File: src/rar_pkg.sv
`default_nettype none

package rar_pkg;

   // Fixed field widths of the request and response
   localparam int NumFieldWidth  = 16;
   localparam int DenFieldWidth  = 15;
   localparam int OutNumWidth    = 32;
   localparam int OutDenWidth    = 30;

   // Width used to extend values before cutting them down to a field
   localparam int ExtWidth       = 64;

   // Default operand width (numerator bits, denominator uses one less)
   localparam int DefInWidth     = 16;

   typedef struct packed {
      logic signed [NumFieldWidth-1:0] first_num;
      logic        [DenFieldWidth-1:0] first_den;
      logic signed [NumFieldWidth-1:0] second_num;
      logic        [DenFieldWidth-1:0] second_den;
   } req_type;

   typedef struct packed {
      logic signed [OutNumWidth-1:0] sum_num;
      logic        [OutDenWidth-1:0] sum_den;
      logic                          bad_input;
   } rsp_type;

endpackage : rar_pkg

`default_nettype wire

File: src/rational_add_reduce_top.sv
`default_nettype none

// Adds two signed fractions a/b + c/d and returns the sum reduced to lowest
// terms with a positive denominator. A zero denominator on either input gives
// 0/0 with bad_input set; a sum of zero gives 0/1. All divisions and products
// go through one restoring divider (one quotient bit per cycle, 2*IN_WIDTH
// bits) and one signed multiplier under a small sequencer. From acceptance
// until its result is valid a request holds the block, which runs the Euclid
// remainder steps of gcd(b,d) and gcd(|sum|,lcm), at least one step of each.
// The next request is taken once the current one has reached the output
// register; the result then waits there until the consumer takes it.
// Zero-denominator requests go straight from acceptance to the output state,
// skipping the divider and the multiplier.
module rational_add_reduce_top #(
   parameter int IN_WIDTH = rar_pkg::DefInWidth
) (
   input  wire logic             clock,
   input  wire logic             reset,
   input  wire logic             req_valid,
   output logic                  req_stall,
   input  wire rar_pkg::req_type req_data,
   output logic                  rsp_valid,
   input  wire logic             rsp_stall,
   output rar_pkg::rsp_type      rsp_data
);
   import rar_pkg::*;

   // Datapath widths
   localparam int DW = 2 * IN_WIDTH;          // divider and sum width
   localparam int MW = IN_WIDTH + 1;          // multiplier operand width
   localparam int CW = $clog2(DW + 1);        // divider step counter

   typedef enum logic [3:0] {
      S_IDLE, S_DIV, S_G1, S_G1_STEP, S_LCM, S_LCM2, S_P1, S_P2, S_SUM,
      S_G2I, S_G2, S_G2_STEP, S_Q1, S_Q2, S_OUT
   } state_type;

   state_type state_ff, state_in, ret_ff, ret_in;

   // Operands of the request
   logic signed [MW-1:0] n1_ff, n1_in, n2_ff, n2_in;
   logic        [DW-1:0] d1_ff, d1_in, d2_ff, d2_in;

   // Euclid pair, lcm, sum and results
   logic        [DW-1:0] x_ff, x_in, y_ff, y_in, lcm_ff, lcm_in;
   logic signed [DW-1:0] sum_ff, sum_in, prod_ff, prod_in;
   logic signed [DW-1:0] num_ff, num_in;
   logic        [DW-1:0] den_ff, den_in;
   logic                 bad_ff, bad_in;

   // Shared divider registers
   logic [DW:0]   r_ff, r_in;
   logic [DW-1:0] q_ff, q_in, div_ff, div_in;
   logic [CW-1:0] cnt_ff, cnt_in;

   // Output register
   logic    rsp_valid_ff, rsp_valid_in;
   rsp_type rsp_ff, rsp_in;

   // Input extraction: keep IN_WIDTH numerator bits, IN_WIDTH-1 denominator bits
   logic [ExtWidth-1:0] n1_x, n2_x, d1_x, d2_x;
   logic [IN_WIDTH-1:0] n1_w, n2_w;
   logic [IN_WIDTH-2:0] d1_w, d2_w;

   assign n1_x = {{(ExtWidth-NumFieldWidth){req_data.first_num[NumFieldWidth-1]}},
                  req_data.first_num};
   assign n2_x = {{(ExtWidth-NumFieldWidth){req_data.second_num[NumFieldWidth-1]}},
                  req_data.second_num};
   assign d1_x = {{(ExtWidth-DenFieldWidth){1'b0}}, req_data.first_den};
   assign d2_x = {{(ExtWidth-DenFieldWidth){1'b0}}, req_data.second_den};
   assign n1_w = n1_x[IN_WIDTH-1:0];
   assign n2_w = n2_x[IN_WIDTH-1:0];
   assign d1_w = d1_x[IN_WIDTH-2:0];
   assign d2_w = d2_x[IN_WIDTH-2:0];

   // Divider step: shift in the next dividend bit, subtract when it fits
   logic [DW:0] div_t, div_diff;
   logic        div_ge;
   assign div_t    = {r_ff[DW-1:0], q_ff[DW-1]};
   assign div_ge   = div_t >= {1'b0, div_ff};
   assign div_diff = div_t - {1'b0, div_ff};

   // Shared signed multiplier
   logic signed [MW-1:0]   mul_a, mul_b;
   logic signed [2*MW-1:0] mul_p;
   assign mul_p = mul_a * mul_b;

   // Magnitude of the sum and output extension
   logic [DW-1:0]         mag;
   logic [ExtWidth-1:0]   num_x, den_x;
   assign mag   = sum_ff[DW-1] ? DW'(-sum_ff) : DW'(sum_ff);
   assign num_x = {{(ExtWidth-DW){num_ff[DW-1]}}, num_ff};
   assign den_x = {{(ExtWidth-DW){1'b0}}, den_ff};

   // Sequencer
   logic          start_div;
   logic [DW-1:0] dvd, dvs;

   always_comb begin
      state_in     = state_ff;
      ret_in       = ret_ff;
      n1_in        = n1_ff;
      n2_in        = n2_ff;
      d1_in        = d1_ff;
      d2_in        = d2_ff;
      x_in         = x_ff;
      y_in         = y_ff;
      lcm_in       = lcm_ff;
      sum_in       = sum_ff;
      prod_in      = prod_ff;
      num_in       = num_ff;
      den_in       = den_ff;
      bad_in       = bad_ff;
      r_in         = r_ff;
      q_in         = q_ff;
      div_in       = div_ff;
      cnt_in       = cnt_ff;
      rsp_valid_in = rsp_valid_ff;
      rsp_in       = rsp_ff;
      start_div    = 1'b0;
      dvd          = '0;
      dvs          = '0;
      mul_a        = '0;
      mul_b        = '0;

      if (rsp_valid_ff && !rsp_stall) begin
         rsp_valid_in = 1'b0;
      end

      case (state_ff)
         S_IDLE: begin
            if (req_valid) begin
               n1_in = {n1_w[IN_WIDTH-1], n1_w};
               n2_in = {n2_w[IN_WIDTH-1], n2_w};
               d1_in = {{(DW-IN_WIDTH+1){1'b0}}, d1_w};
               d2_in = {{(DW-IN_WIDTH+1){1'b0}}, d2_w};
               x_in  = {{(DW-IN_WIDTH+1){1'b0}}, d1_w};
               y_in  = {{(DW-IN_WIDTH+1){1'b0}}, d2_w};
               if (d1_w == '0 || d2_w == '0) begin
                  num_in   = '0;
                  den_in   = '0;
                  bad_in   = 1'b1;
                  state_in = S_OUT;
               end else begin
                  bad_in   = 1'b0;
                  state_in = S_G1;
               end
            end
         end
         S_DIV: begin
            r_in   = div_ge ? div_diff : div_t;
            q_in   = {q_ff[DW-2:0], div_ge};
            cnt_in = cnt_ff - CW'(1);
            if (cnt_ff == CW'(1)) begin
               state_in = ret_ff;
            end
         end
         // gcd of the denominators
         S_G1: begin
            start_div = 1'b1;
            if (y_ff == '0) begin
               dvd    = d1_ff;
               dvs    = x_ff;
               ret_in = S_LCM;
            end else begin
               dvd    = x_ff;
               dvs    = y_ff;
               ret_in = S_G1_STEP;
            end
         end
         S_G1_STEP: begin
            x_in     = y_ff;
            y_in     = r_ff[DW-1:0];
            state_in = S_G1;
         end
         // lcm = (d1 / g) * d2
         S_LCM: begin
            mul_a    = {1'b0, q_ff[IN_WIDTH-1:0]};
            mul_b    = {1'b0, d2_ff[IN_WIDTH-1:0]};
            prod_in  = mul_p[DW-1:0];
            state_in = S_LCM2;
         end
         S_LCM2: begin
            lcm_in    = prod_ff;
            start_div = 1'b1;
            dvd       = prod_ff;
            dvs       = d1_ff;
            ret_in    = S_P1;
         end
         // scaled numerators
         S_P1: begin
            mul_a     = n1_ff;
            mul_b     = {1'b0, q_ff[IN_WIDTH-1:0]};
            prod_in   = mul_p[DW-1:0];
            start_div = 1'b1;
            dvd       = lcm_ff;
            dvs       = d2_ff;
            ret_in    = S_P2;
         end
         S_P2: begin
            sum_in   = prod_ff;
            mul_a    = n2_ff;
            mul_b    = {1'b0, q_ff[IN_WIDTH-1:0]};
            prod_in  = mul_p[DW-1:0];
            state_in = S_SUM;
         end
         S_SUM: begin
            sum_in   = sum_ff + prod_ff;
            state_in = S_G2I;
         end
         // gcd of |sum| and lcm
         S_G2I: begin
            x_in     = mag;
            y_in     = lcm_ff;
            state_in = S_G2;
         end
         S_G2: begin
            start_div = 1'b1;
            if (y_ff == '0) begin
               dvd    = mag;
               dvs    = x_ff;
               ret_in = S_Q1;
            end else begin
               dvd    = x_ff;
               dvs    = y_ff;
               ret_in = S_G2_STEP;
            end
         end
         S_G2_STEP: begin
            x_in     = y_ff;
            y_in     = r_ff[DW-1:0];
            state_in = S_G2;
         end
         // reduced numerator and denominator
         S_Q1: begin
            num_in    = sum_ff[DW-1] ? -$signed(q_ff) : $signed(q_ff);
            start_div = 1'b1;
            dvd       = lcm_ff;
            dvs       = x_ff;
            ret_in    = S_Q2;
         end
         S_Q2: begin
            den_in   = q_ff;
            state_in = S_OUT;
         end
         S_OUT: begin
            if (!rsp_valid_ff || !rsp_stall) begin
               rsp_in.sum_num   = num_x[OutNumWidth-1:0];
               rsp_in.sum_den   = den_x[OutDenWidth-1:0];
               rsp_in.bad_input = bad_ff;
               rsp_valid_in     = 1'b1;
               state_in         = S_IDLE;
            end
         end
         default: begin
            state_in = S_IDLE;
         end
      endcase

      // Launch the shared divider
      if (start_div) begin
         q_in     = dvd;
         r_in     = '0;
         div_in   = dvs;
         cnt_in   = CW'(DW);
         state_in = S_DIV;
      end
   end

   always_ff @(posedge clock) begin
      if (reset) begin
         state_ff     <= S_IDLE;
         ret_ff       <= S_IDLE;
         rsp_valid_ff <= 1'b0;
      end else begin
         state_ff     <= state_in;
         ret_ff       <= ret_in;
         rsp_valid_ff <= rsp_valid_in;
      end
      n1_ff   <= n1_in;
      n2_ff   <= n2_in;
      d1_ff   <= d1_in;
      d2_ff   <= d2_in;
      x_ff    <= x_in;
      y_ff    <= y_in;
      lcm_ff  <= lcm_in;
      sum_ff  <= sum_in;
      prod_ff <= prod_in;
      num_ff  <= num_in;
      den_ff  <= den_in;
      bad_ff  <= bad_in;
      r_ff    <= r_in;
      q_ff    <= q_in;
      div_ff  <= div_in;
      cnt_ff  <= cnt_in;
      rsp_ff  <= rsp_in;
   end

   assign req_stall = (state_ff != S_IDLE);
   assign rsp_valid = rsp_valid_ff;
   assign rsp_data  = rsp_ff;

   // Checks
   a_busy_after_req: assert property (@(posedge clock) disable iff (reset)
      req_valid && !req_stall |=> state_ff != S_IDLE)
      else $error("sequencer idle after taking a request");

   a_div_nonzero: assert property (@(posedge clock) disable iff (reset)
      state_ff == S_DIV |-> div_ff != '0)
      else $error("divider running with zero divisor");

   a_rsp_from_out: assert property (@(posedge clock) disable iff (reset)
      $rose(rsp_valid_ff) |-> $past(state_ff) == S_OUT)
      else $error("response raised outside the output state");

   a_bad_zero: assert property (@(posedge clock) disable iff (reset)
      rsp_valid_ff && rsp_ff.bad_input |-> rsp_ff.sum_num == '0 && rsp_ff.sum_den == '0)
      else $error("error response with nonzero fraction");

endmodule : rational_add_reduce_top

`default_nettype wire

File: config.mk
export PLATFORM = sky130hd
export DESIGN_NAME = rational_add_reduce_top
export DESIGN_NICKNAME = d
export VERILOG_FILES = /design/src/rar_pkg.sv /design/src/rational_add_reduce_top.sv
export SDC_FILE = /design/constraint.sdc
export NUM_CORES = 2
export LEC_CHECK = 0
export ABC_AREA = 1
export BUFFER_PORTS_ARGS = -buffer_cell sky130_fd_sc_hd__buf_4
export CAP_MARGIN = 20
export CORE_MARGIN = 1.5
export CORE_UTILIZATION = 45
export DETAILED_ROUTE_END_ITERATION = 8
export GPL_ROUTABILITY_DRIVEN = 1
export PLACE_DENSITY = 0.64
export SLEW_MARGIN = 5
export SYNTH_ARGS = -nofsm -noshare
export SYNTH_HDL_FRONTEND = slang
export SYNTH_SLANG_ARGS = --single-unit
export TNS_END_PERCENT = 30
File: constraint.sdc
create_clock -name clock -period 6.4 [get_ports clock]
set_input_delay 1.28 -clock clock [delete_from_list [all_inputs] [get_ports clock]]
set_output_delay 1.28 -clock clock [all_outputs]
set_load 0.03 [all_outputs]
# After elaboration in Yosys (flattened, before gate mapping)
# Index checks and enable logic that the tools add are counted.
# totals
latchBits	0
mem_bits_ro	0
wordCells	120
ff_bits	459
ramBits	0
memories	0
# classes
bitwise_logic	1
reduce_logical	31
n_eq_ne	23
n_mux	35
div	0
shifts	0
n_mul	1
add_sub_neg	5
order_cmp	1
# op_table
cell	n
$mux 32	12
$pmux 32 s4	2
$pmux 32 s3	2
$pmux 32 s2	2
$neg 32->32	2
$pmux 30 s2	1
$pmux 17 s3	1
$pmux 4 s10	1
$ge 33x32->1	1
$add 32x32->32	1
$logic_not 32->1	1
$mul 17x17->32	1
$pmux 16 s2	1
$sub 32x32->32	1
$logic_not 15->1	2
$eq 4x4->1 const B	7
$pmux 4 s5	1
$eq 4x3->1 const B	4
$mux 4	4
$reduce_or 2->1	6
$ne 3x3->1 const B	3
$eq 4x2->1 const B	2
$ne 2x2->1 const B	4
$reduce_and 4->1	2
other kinds (19)	33

# Logic depth before layout (Yosys ltp)
# logic_depth
word_depth	6
mapped_depth	33
depth_no_buf	31

# Least setup slack after synthesis
# Ideal clock, no wire load.
# synth_path
path_kind	register to register
startpoint	reg state_ff[2]
endpoint	reg prod_ff[20], data pin
setup_slack_ns	0.136
setup_ns	0.265
path_stages_with_launch	26
t_arrival_ns	5.999
required_time_ns	6.135
path_buffers	2
path_cell_list	dfxtp_1 nand2_2 nor2_4 inv_2 buf_2 o211ai_2 buf_2 nand2_1 fa_1 inv_1 fa_1 inv_1 fa_1 inv_1 fa_1 fa_1 inv_1 fa_1 inv_1 ha_1 a21o_1 a21boi_0 o21ai_0 a21oi_1 o21ai_0 xor2_1
# synth_via
elab_chain_cells	4
elab_cells_between_ends	7
classes_between	mul (1); eq/ne (3); mux (2); reduce/logical (1)
# synth_lines
item	line_no	text
from (decl)	rational_add_reduce_top.sv:38	state_type state_ff, state_in, ret_ff, ret_in;
from (signal assigned)	rational_add_reduce_top.sv:276	state_ff <= state_in;
$eq 4x3->1	rational_add_reduce_top.sv:130	case (state_ff)
$reduce_or 2->1 (no source line)	--	
$pmux 16 s2	rational_add_reduce_top.sv:130	
$mul 17x17->32 (*)	rational_add_reduce_top.sv:86	assign mul_p = mul_a * mul_b;
via mul_p[20]	rational_add_reduce_top.sv:85	logic signed [2*MW-1:0] mul_p;
to (signal assigned)	rational_add_reduce_top.sv:288	prod_ff <= prod_in;
to (decl)	rational_add_reduce_top.sv:46	logic signed [DW-1:0] sum_ff, sum_in, prod_ff, prod_in;
# Mark *: on every way through the listed nets, which the timed path passes. The rest lies on a longest branch.
# A chain may end at the register's enable or synchronous reset.

# Final worst setup path
# layout_path
startpoint	reg state_ff[1]
endpoint	reg prod_ff[24], data pin
# The elaborated chain is that of the path after synthesis.

==> impl_results.md <==
- Max-slew violations: 0
- Peak VDD IR: 0.000264 V
- DP Area: 39,600 um2
- Stages on worst setup path: 28
- Number of port buffers: 130
- Initial Utilization: 0.455
- DRT Pass-1 Iters: 6
- Post-Place Setup Slack: -0.217 ns
- GRT Residual Overflow: 0
- Critical path launch point type: flop
- Worst path bufs/invs: 11
- Num ports: 131
- Gp weighted congestion: 0.995
- Worst min path class: reg -> reg
- H-tree depth: 2
- Synth Instances: 4,543
- Initial antenna violation count: 4
- Root Buffer: clkbuf_16
- P_leak: 19.9 nW
- Share of post-route cells with drive strength above 1: 0.0993
- Finished Cell Area: 41,800 um2
- Most used cell, CP: fa_1
- Commonest non-fill, non-tap cell in the layout: nand2_1
- Total power: 11.5 mW
- Area growth, synth to finish: 14.4%
- Slowest CP cell: fa_1
- CTS tree: built
- CP Capture Type: flop
- Synth warn: 0
- CP delay by family, top: adder cells
- R2R cell count: 28
- WL/cell: 20.0 um
- Standard-cell row count: 104
- Flop2flop setup slack: 0.19 ns
- Total Wirelength: 117 mm
- RSZ-0062 raised after global routing: yes
- Antenna Nets Post-Route: 0
- Avg Cell Area, Syn: 8.05 um2
- Worst stage delay on the critical path: 0.60 ns
- Fmax: 161 MHz
- Overall routing resource usage: 0.280
- Reg clk slew, reported paths: 0.06 ns
- FF+latch count, synth: 459
- Slew headroom: 0.266
- Vias in the first global route: 29,900
- Clk sink count: 459
- Most frequent cells in the layout: 1,272 x nand2_1, 952 x inv_1, 412 x edfxtp_1
- Core Area: 80,400 um2
- Final Worst Setup Slack: 0.189 ns
- Post-synthesis sequential area ratio: 0.364
- Final Hold Fails: 0
- Post-synth EDFFs: 412
- Final HPWL from detailed placement: 92.5 mm
- Largest net degree at the start of global routing: 70
- Slew @ Worst Pin: 1.10 ns
- Asr flop ratio synth: 0
- Hold path depth: 0
- DIE AREA: 83,000 um2
- Vias per cell: 5.38
- Synthesized net count: 5,027
- Status: finished, final reports clean
- CTS buffer count: 50
- Post-synth cell types: 49
- Worst skew pair latency: 0.62 ns
- Layout net count: 5,245
- CP max FO: 19
- Worst path required time: 6.75 ns
- DR vias: 31,500
- Period utilization: 0.970
- Worst EP arrival: 6.56 ns
- Final setup vio count: 0
- Clock skew: 0.0158 ns
- First-pass GRT wire length: 176 mm
- Iter 0 DRT Violations: 3,347
- CTS max path bufs: 3
- Pwr dens: 275 nW/um2
- Critical path type: reg -> reg
- Ys flop type: edfxtp_1
- Chip height: 288 um
- Final Critical Period: 6.21 ns
- Syn Std Cell Area: 36,600 um2
- Max Cap Viol: 0
- Drc violations: 0
- Die X: 288 um
==> state kept, by name (all words and copies together), names as in the netlist, 6 cells and up <==
register / flops
d1_ff: 15
div_ff: 32
cnt_ff: 6
r_ff: 32
den_ff: 30
n1_ff: 16
x_ff: 32
y_ff: 32
lcm_ff: 32
rsp_data: 63
n2_ff: 16
sum_ff: 32
q_ff: 32
d2_ff: 15
prod_ff: 32
num_ff: 32
==> area by class of cell <==
cell class              instances  area [um2]
diodes                          1        2.50
clock buffers                  64        1320
clock inverters                29         353
fillers                      7647       38600
inverters                     967        3640
multi-input cells            2990       19400
flip-flops and latches        459       13300
well taps                    1060        1330
repair buffers                293        2420
==> cell families (layout without fill, tap and decap cells) <==
family / count (synthesis) / in the layout / share of synthesized area
flops: 459 / 459 / 0.364
compound gates: 466 / 467 / 0.0778
other cells: 0 / 1 / 0
xor+xnor: 73 / 73 / 0.0175
simple gates: 2032 / 2032 / 0.228
fa+ha+maj: 418 / 418 / 0.198
buf+inv: 1095 / 1353 / 0.115
==> routing by layer <==
| metal | up-vias | global-route usage | wire (um) |
|---|---|---|---|
| met3 | 211 | 0.0471 | 10300 |
| li1 | 14800 | - | - |
| met5 | - | 0 | 16 |
| met2 | 1393 | 0.453 | 54600 |
| met1 | 15200 | 0.374 | 47300 |
| met4 | 2 | 0.112 | 5020 |
==> worst reg2reg max path: cells and delay by family (launching register included) <==
family | cells | cell delay, ns
adders and majority gates | 7 | 3.33
AOI/OAI and AO/OA | 1 | 0.14
DFF | 1 | 0.34
xor gates and xnor gates | 1 | 0.07
and+or+nand+nor | 8 | 0.95
buffers and inverters | 11 | 1.14
==> cells in the mapped netlist, types with 18 or more instances <==
cell type / count / area share
nor3_1: 54 / 0.0074
inv_1: 955 / 0.098
nand2_1: 1284 / 0.13
o211ai_1: 41 / 0.0084
nor2_1: 318 / 0.033
xor2_1: 38 / 0.0091
clkbuf_1: 53 / 0.0054
edfxtp_1: 412 / 0.34
o22ai_1: 45 / 0.0077
a21oi_1: 147 / 0.020
fa_1: 269 / 0.15
dfxtp_1: 47 / 0.026
o21ai_0: 130 / 0.018
nand4_1: 43 / 0.0074
nand3_1: 281 / 0.038
ha_1: 149 / 0.051
xnor2_1: 35 / 0.0084
buf_1: 18 / 0.0018
buf_2: 54 / 0.0074
==> final timing paths <==
kind                  endpoint   startpoint
hold / removal    rsp_data[13]   den_ff[12]
setup / recovery   prod_ff[24]  state_ff[1]
hold reg to reg   rsp_data[13]   den_ff[12]
setup reg to reg   prod_ff[24]  state_ff[1]
==> metrics by stage <==
stage	utilization	hold WS [ns]	TNS (ns)	instances
5_1_grt	0.520	0.425	-0.377	5862
4_1_cts	0.514	0.411	0	5844
6_report	0.520	0.415	0	5863
3_5_place_dp	0.493	0.405	-0.578	5750
3_3_place_gp	0.493	0.401	-0.127	5750
2_1_floorplan	-	0.400	0	4543
==> timing repair <==
| item | in CTS | in global routing |
|---|---|---|
| pin swaps | 0 | 14 |
| gates cloned | 0 | 2 |
| buffers inserted | 1 | 16 |
| hold buffers | 0 | 0 |
| gates resized for setup | 9 | 81 |
| endpoints found under the setup margin | 8 | 16 |
==> power breakdown <==
part,internal [mW],leakage (nW),switching [mW]
Combinational,1.12,15.1,2.80
Clock,1.73,0.819,1.30
Sequential,4.05,3.97,0.500
Total,6.89,19.9,4.60
Note: power is estimated with default switching activity, not from simulation.
